$ cat src/rtl/tcfo_pkg.sv
// ----------------------------------------------------------------------------
// tcfo_pkg
// Types and codes shared by the two-class FIFO modules.
// ----------------------------------------------------------------------------
`default_nettype none

package tcfo_pkg;

  localparam int unsigned TAG_PORT_W = 32;
  localparam int unsigned TAG_MAX_W  = 48;
  localparam int unsigned STAMP_W    = 32;

  localparam logic [1:0] FN_ENQ   = 2'd0;
  localparam logic [1:0] FN_ANY   = 2'd1;
  localparam logic [1:0] FN_DEQ_A = 2'd2;
  localparam logic [1:0] FN_DEQ_B = 2'd3;

  localparam logic [1:0] ST_OK    = 2'd0;
  localparam logic [1:0] ST_EMPTY = 2'd1;
  localparam logic [1:0] ST_FULL  = 2'd2;

  localparam logic CLASS_A = 1'b1;
  localparam logic CLASS_B = 1'b0;

  typedef struct packed {
    logic [1:0]            func;
    logic                  class_sel;
    logic [TAG_PORT_W-1:0] tag_in;
  } req_t;

  typedef struct packed {
    logic [TAG_PORT_W-1:0] tag_out;
    logic                  class_out;
    logic [1:0]            status;
  } rsp_t;

  typedef struct packed {
    logic rd;
    logic push;
    logic pop;
  } q_ctl_t;

  typedef struct packed {
    logic empty;
    logic full;
  } q_stat_t;

  typedef enum logic {
    S_IDLE,
    S_PROC
  } state_t;

endpackage

`default_nettype wire

$ cat src/rtl/tcfo_queue.sv
// ----------------------------------------------------------------------------
// tcfo_queue
// One class queue: slot memory with registered head read, head/tail/count.
// ----------------------------------------------------------------------------
`default_nettype none

module tcfo_queue #(
  parameter int unsigned QUEUE_DEPTH = 16,
  parameter int unsigned SLOT_W      = 64
) (
  input  wire logic              clk,
  input  wire logic              rst,
  input  wire tcfo_pkg::q_ctl_t  ctl,
  input  wire logic [SLOT_W-1:0] wr_data,
  output logic      [SLOT_W-1:0] head_data,
  output tcfo_pkg::q_stat_t      stat
);

  localparam int unsigned PTR_W = (QUEUE_DEPTH > 1) ? $clog2(QUEUE_DEPTH) : 1;
  localparam int unsigned CNT_W = $clog2(QUEUE_DEPTH + 1);
  localparam logic [PTR_W-1:0] LAST = PTR_W'(QUEUE_DEPTH - 1);
  localparam logic [CNT_W-1:0] FULL_CNT = CNT_W'(QUEUE_DEPTH);

  logic [SLOT_W-1:0] mem [QUEUE_DEPTH];
  logic [PTR_W-1:0]  head;
  logic [PTR_W-1:0]  tail;
  logic [CNT_W-1:0]  count;
  logic [PTR_W-1:0]  head_next;
  logic [PTR_W-1:0]  tail_next;
  logic [CNT_W-1:0]  count_next;

  always_comb begin
    head_next  = head;
    tail_next  = tail;
    count_next = count;
    if (ctl.pop) begin
      head_next  = (head == LAST) ? '0 : head + 1'b1;
      count_next = count - 1'b1;
    end
    if (ctl.push) begin
      tail_next  = (tail == LAST) ? '0 : tail + 1'b1;
      count_next = count + 1'b1;
    end
  end

  always_ff @(posedge clk) begin
    if (rst) begin
      head  <= '0;
      tail  <= '0;
      count <= '0;
    end else begin
      head  <= head_next;
      tail  <= tail_next;
      count <= count_next;
    end
  end

  always_ff @(posedge clk) begin
    if (ctl.push) begin
      mem[tail] <= wr_data;
    end
  end

  always_ff @(posedge clk) begin
    if (ctl.rd) begin
      head_data <= mem[head];
    end
  end

  assign stat.empty = (count == '0);
  assign stat.full  = (count == FULL_CNT);

endmodule

`default_nettype wire

$ cat src/rtl/two_class_fifo_oldest_first.sv
// ----------------------------------------------------------------------------
// two_class_fifo_oldest_first
// Two class queues with a shared arrival stamp; dequeue-any pops the older.
// ----------------------------------------------------------------------------
// Each command word runs as follows: on the accepting edge both queue memories
// read their head slot, and in the following cycle (busy high) the heads are
// compared, pointers and counter updated and any enqueue written. The result
// word is on rsp with done high for exactly the next cycle, when a new
// command may already be accepted. The receiver cannot stall: it must take
// every result word in the cycle it is shown. Memory contents need no clear.
`default_nettype none

module two_class_fifo_oldest_first #(
  parameter int unsigned QUEUE_DEPTH = 16,
  parameter int unsigned TAG_WIDTH   = 32
) (
  input  wire logic           clk,
  input  wire logic           rst,
  input  wire logic           start,
  output logic                busy,
  input  wire tcfo_pkg::req_t req,
  output logic                done,
  output tcfo_pkg::rsp_t      rsp
);

  localparam int unsigned SLOT_W = TAG_WIDTH + tcfo_pkg::STAMP_W;

  tcfo_pkg::state_t  state;
  tcfo_pkg::state_t  state_next;
  tcfo_pkg::req_t    cmd;
  tcfo_pkg::rsp_t    rsp_next;
  tcfo_pkg::q_ctl_t  qa_ctl;
  tcfo_pkg::q_ctl_t  qb_ctl;
  tcfo_pkg::q_stat_t qa_stat;
  tcfo_pkg::q_stat_t qb_stat;

  logic [tcfo_pkg::STAMP_W-1:0]   arrival;
  logic [tcfo_pkg::STAMP_W-1:0]   stamp_diff;
  logic [SLOT_W-1:0]              qa_head;
  logic [SLOT_W-1:0]              qb_head;
  logic [SLOT_W-1:0]              wr_slot;
  logic [tcfo_pkg::TAG_MAX_W-1:0] tag_in_ext;
  logic [tcfo_pkg::TAG_MAX_W-1:0] tag_a_ext;
  logic [tcfo_pkg::TAG_MAX_W-1:0] tag_b_ext;
  logic                           accept;
  logic                           proc;
  logic                           take_a;
  logic                           bump;

  assign accept = start && !busy;
  assign proc   = (state == tcfo_pkg::S_PROC);

  always_comb begin
    state_next = state;
    case (state)
      tcfo_pkg::S_IDLE: if (accept) state_next = tcfo_pkg::S_PROC;
      tcfo_pkg::S_PROC: state_next = tcfo_pkg::S_IDLE;
      default:          state_next = tcfo_pkg::S_IDLE;
    endcase
  end

  always_comb begin
    case (state)
      tcfo_pkg::S_PROC: busy = 1'b1;
      default:          busy = 1'b0;
    endcase
  end

  always_ff @(posedge clk) begin
    if (rst) begin
      state   <= tcfo_pkg::S_IDLE;
      done    <= 1'b0;
      arrival <= '0;
    end else begin
      state <= state_next;
      done  <= proc;
      if (bump) arrival <= arrival + 1'b1;
    end
  end

  always_ff @(posedge clk) begin
    if (accept) cmd <= req;
    if (proc)   rsp <= rsp_next;
  end

  assign tag_in_ext = tcfo_pkg::TAG_MAX_W'(cmd.tag_in);
  assign wr_slot    = {arrival, tag_in_ext[TAG_WIDTH-1:0]};
  assign tag_a_ext  = tcfo_pkg::TAG_MAX_W'(qa_head[TAG_WIDTH-1:0]);
  assign tag_b_ext  = tcfo_pkg::TAG_MAX_W'(qb_head[TAG_WIDTH-1:0]);
  assign stamp_diff = qa_head[SLOT_W-1:TAG_WIDTH] - qb_head[SLOT_W-1:TAG_WIDTH];

  // decision and result for the word in flight
  always_comb begin
    rsp_next   = '0;
    qa_ctl     = '0;
    qb_ctl     = '0;
    qa_ctl.rd  = accept;
    qb_ctl.rd  = accept;
    bump       = 1'b0;
    take_a     = 1'b0;
    case (cmd.func)
      tcfo_pkg::FN_ENQ:   take_a = 1'b0;
      tcfo_pkg::FN_DEQ_A: take_a = 1'b1;
      tcfo_pkg::FN_DEQ_B: take_a = 1'b0;
      default: begin
        if (!qa_stat.empty && !qb_stat.empty) begin
          take_a = stamp_diff[tcfo_pkg::STAMP_W-1];
        end else begin
          take_a = !qa_stat.empty;
        end
      end
    endcase
    if (cmd.func == tcfo_pkg::FN_ENQ) begin
      if (cmd.class_sel == tcfo_pkg::CLASS_A) begin
        if (qa_stat.full) begin
          rsp_next.status = tcfo_pkg::ST_FULL;
        end else begin
          qa_ctl.push = proc;
          bump        = proc;
        end
      end else begin
        if (qb_stat.full) begin
          rsp_next.status = tcfo_pkg::ST_FULL;
        end else begin
          qb_ctl.push = proc;
          bump        = proc;
        end
      end
    end else if (take_a) begin
      if (qa_stat.empty) begin
        rsp_next.status = tcfo_pkg::ST_EMPTY;
      end else begin
        qa_ctl.pop         = proc;
        rsp_next.tag_out   = tag_a_ext[tcfo_pkg::TAG_PORT_W-1:0];
        rsp_next.class_out = tcfo_pkg::CLASS_A;
      end
    end else begin
      if (qb_stat.empty) begin
        rsp_next.status = tcfo_pkg::ST_EMPTY;
      end else begin
        qb_ctl.pop         = proc;
        rsp_next.tag_out   = tag_b_ext[tcfo_pkg::TAG_PORT_W-1:0];
        rsp_next.class_out = tcfo_pkg::CLASS_B;
      end
    end
  end

  tcfo_queue #(
    .QUEUE_DEPTH(QUEUE_DEPTH),
    .SLOT_W     (SLOT_W)
  ) u_queue_a (
    .clk      (clk),
    .rst      (rst),
    .ctl      (qa_ctl),
    .wr_data  (wr_slot),
    .head_data(qa_head),
    .stat     (qa_stat)
  );

  tcfo_queue #(
    .QUEUE_DEPTH(QUEUE_DEPTH),
    .SLOT_W     (SLOT_W)
  ) u_queue_b (
    .clk      (clk),
    .rst      (rst),
    .ctl      (qb_ctl),
    .wr_data  (wr_slot),
    .head_data(qb_head),
    .stat     (qb_stat)
  );

endmodule

`default_nettype wire

$ cat config.mk
export PLATFORM = sky130hd
export DESIGN_NAME = two_class_fifo_oldest_first
export DESIGN_NICKNAME = d
export VERILOG_FILES = /design/src/rtl/tcfo_pkg.sv /design/src/rtl/tcfo_queue.sv /design/src/rtl/two_class_fifo_oldest_first.sv
export SDC_FILE = /design/constraint.sdc
export NUM_CORES = 2
export LEC_CHECK = 0
export ABC_AREA = 1
export BUFFER_PORTS_ARGS = -buffer_cell sky130_fd_sc_hd__clkbuf_2
export CORE_MARGIN = 4
export CORE_UTILIZATION = 45
export DETAILED_ROUTE_END_ITERATION = 8
export GPL_TIMING_DRIVEN = 0
export PLACE_DENSITY = 0.68
export SLEW_MARGIN = 30
export SYNTH_ARGS = -nofsm -noshare
export SYNTH_HDL_FRONTEND = slang
export SYNTH_SLANG_ARGS = --single-unit
$ cat constraint.sdc
create_clock -name clk -period 16.8 [get_ports clk]
set_input_delay 3.36 -clock clk [delete_from_list [all_inputs] [get_ports clk]]
set_output_delay 3.36 -clock clk [all_outputs]
set_load 0.02 [all_outputs]
==> flow_summary.yaml <==
critical_path:
  crit_end: "busy"
  worst-r2r-setup-slack_ns: 12.57
  critPathKind: "reg -> out"
  reg2regPathDepth: 12
  crit_arrival_ns: 1.82
  path_max_fanout: 36
  end_kind: "primary output"
  critPathLaunchType: "flip-flop"
  worstSetupStartpoint: "proc"
  r2r_start: "cmd[34]"
  regToRegEndpoint: "u_queue_b.mem[0][16]"
  worstPathRequired_ns: 13.44
clock_network:
  clk_path_buf_depth: 3
  post_cts_buffers: 0
  cts_made_buffers: 220
  cts_resized: 0
  htreeDepth: 4
  worstSkewPairLatency_ns: 0.86
  cts_sinks: 2306
  path_clk_slew_ns: 0.06
  tritoncts: "yes"
  cts.hold.buffers_added: 0
  root_buffer: "clkbuf_16"
logic_synthesis:
  ys_types: 47
  async_flop_share_pct: 0
  synth_most_common_cell: "edfxtp_1"
  synth_common_cells: "2,246 x edfxtp_1, 1,202 x nor2_1, 534 x o21ai_0, 449 x nand2_1, 325 x clkbuf_1"
  synthTopCellsByArea: "edfxtp_1 75%, nor2_1 5.0%, o21ai_0 3.0%"
  synth_enable_flop_cells: 2246
  synth_cells: 6281
  yosysWarnings: 0
  synth_nets: 6368
  synth_seq_cells: 2306
  seq_area_frac_synth_pct: 76.5
  netlist_area_mm2: 0.0897
  avgSynthCellArea_um2: 14.3
  yosysTopAreaCellShare_pct: 75.2
  synth_top_cell_by_area: "edfxtp_1"
  synth-main-ff-cell: "edfxtp_1"
die:
  initial_utilization_pct: 45.4
  fp.coreArea_mm2: 0.198
  dieHeight_um: 455
  dieArea_mm2: 0.207
  die_w_um: 455
  io_pins: 75
  row_count: 163
route:
  drc: 0
  ant_nets: 0
  via_per_inst: 6.03
  vias: 57756
  drtIter0Drc: 8649
  routedWlPerCell_um: 27.1
  drt-pass1-iter-count: 6
  wl_mm: 260
sta:
  post-route-min-period_ns: 5.18
  tightest_slew_ns: 1.02
  relSlewSlack_pct: 31.7
  clock_skew_ns: 0.0309
  fin_crit_sh_pct: 30.8
  rsz0062_at_grt: "false"
  fmax_mhz: 193
  final_max_slew_viol_count: 0
  setup-violations-final: 0
  hold_violations: 0
  tns_ns: 0
global_route:
  gr-usage-all-layers_pct: 24.7
  grt_pass1_wl_mm: 375
  first_global_vias: 55751
  grt_overflow_total: 0
  antenna_found_initial: 7
  grt_max_degree: 40
finish:
  design_area_mm2: 0.105
  nets: 6835
  fill_cells: 15599
  drive_gt1_share_pct: 11.0
  utilization_pct: 53.1
  instances_no_fill: 9583
  area_delta_synth_final_pct: 17.1
placed_design:
  post-dp-hpwl_mm: 177
  post_dp_cell_area_mm2: 0.0978
  gp_congestion: 0.858
  port_buffers: 74
  placedCellCount: 9165
outcome:
  status: "finished, final reports clean"
power_and_ir_drop:
  p_leak_nw: 33.3
  p_per_area_mw_per_mm2: 110
  finalPower_mw: 11.6
  ir_worst_vdd_mv: 0.119
min_path:
  hold_path.class: "reg -> reg"
  hold_start: "u_queue_a.head[3]"
flow_run:
  drv_cap: 0
## final cells by class
class	instances	area (um^2)	share of cell area (%)
clock buffer	275	5900	5.62
multi-input combinational	3450	19300	18.4
inverter	121	457	0.435
sequential	2306	68700	65.4
buffer	404	1610	1.53
antenna	4	10.0	0.00953
clock inverter	138	1280	1.22
timing repair buffer	245	4490	4.27
tap	2640	3300	3.14
## cell families (layout without fill, tap and decap cells)
logic type,count (synthesis),in the layout,synth area share [%]
adders and majority gates,49,49,0.700
DFF,2306,2306,76.5
AOI/OAI and AO/OA,1189,1189,9.02
other,0,4,0
xor gates and xnor gates,19,19,0.185
muxes,209,209,2.33
buffers and inverters,525,1183,2.28
and+or+nand+nor,1984,1984,8.98
## how the worst min path moves through the flow
| stage | end | slack, ns | cells past startpoint |
|---|---|---|---|
| 2_1_floorplan | u_queue_a.head[3] | 0.46 | 2 |
| 3_3_place_gp | u_queue_a.head[3] | 0.49 | 2 |
| 3_5_place_dp | u_queue_a.head[3] | 0.48 | 2 |
| 4_1_cts | u_queue_a.head[3] | 0.50 | 2 |
| 5_1_grt | u_queue_a.head[3] | 0.53 | 2 |
| 6_report | u_queue_a.head[3] | 0.49 | 2 |
## placed cells by master (no fill, tap or decap), types with 9 or more instances in the layout
cell type / n
clkinvlp_4: 14
buf_1: 34
clkinv_2: 34
dfxtp_1: 27
nand2_2: 23
nor2_4: 38
clkinv_1: 53
edfxtp_1: 2246
buf_8: 22
clkbuf_1: 353
nor2_1: 1167
mux2i_1: 209
buf_6: 19
o211ai_1: 47
o21ai_0: 534
nor3_1: 20
nand2_1: 449
o221ai_1: 209
bufinv_16: 19
nor4_1: 9
buf_16: 126
ha_1: 47
buf_2: 41
a21oi_1: 67
inv_1: 115
clkbuf_16: 225
nand3_1: 246
o32ai_1: 303
dfxtp_2: 32
a21oi_2: 19
xor2_1: 17
clkbuf_2: 88
## layer usage
layer / routed length (um) / GRT usage (%) / vias to the layer above
met5: 0 / 0 / -
met4: 13300 / 11.6 / 0
met3: 27500 / 4.62 / 550
met2: 118000 / 38.0 / 3664
met1: 101000 / 34.2 / 28791
li1: - / - / 24751
## flip-flops by register name, indices dropped and copies added, names as in the netlist, 4 cells and up
| name | count |
|---|---|
| u_queue_a.mem | 1024 |
| u_queue_b.mem | 1024 |
| u_queue_a.head_data | 64 |
| u_queue_b.head_data | 64 |
| cmd | 35 |
| rsp | 35 |
| arrival | 32 |
| u_queue_a.count | 5 |
| u_queue_b.count | 5 |
| u_queue_a.head | 4 |
| u_queue_a.tail | 4 |
| u_queue_b.head | 4 |
| u_queue_b.tail | 4 |
## per-stage QoR
step / hold WS, ns / worst slack, ns
2_1_floorplan: 0.459 / 5.86
3_3_place_gp: 0.485 / 0.626
3_5_place_dp: 0.485 / 11.49
4_1_cts: 0.495 / 11.56
5_1_grt: 0.532 / 11.56
6_report: 0.491 / 11.62
## where the power goes
| group | internal [mW] | leakage [nW] | switching (mW) |
|---|---|---|---|
| sequential | 6.30 | 20.9 | 0.0370 |
| clock | 2.78 | 3.48 | 2.16 |
| combinational | 0.0831 | 8.90 | 0.208 |
| total | 9.17 | 33.3 | 2.41 |
## critical path, cell delays in order, from the launching register on
cell	delay (ns)
dfxtp_4	0.41
buf_16	0.24
clkbuf_2	0.23
Note: power is estimated with default switching activity, not from simulation.
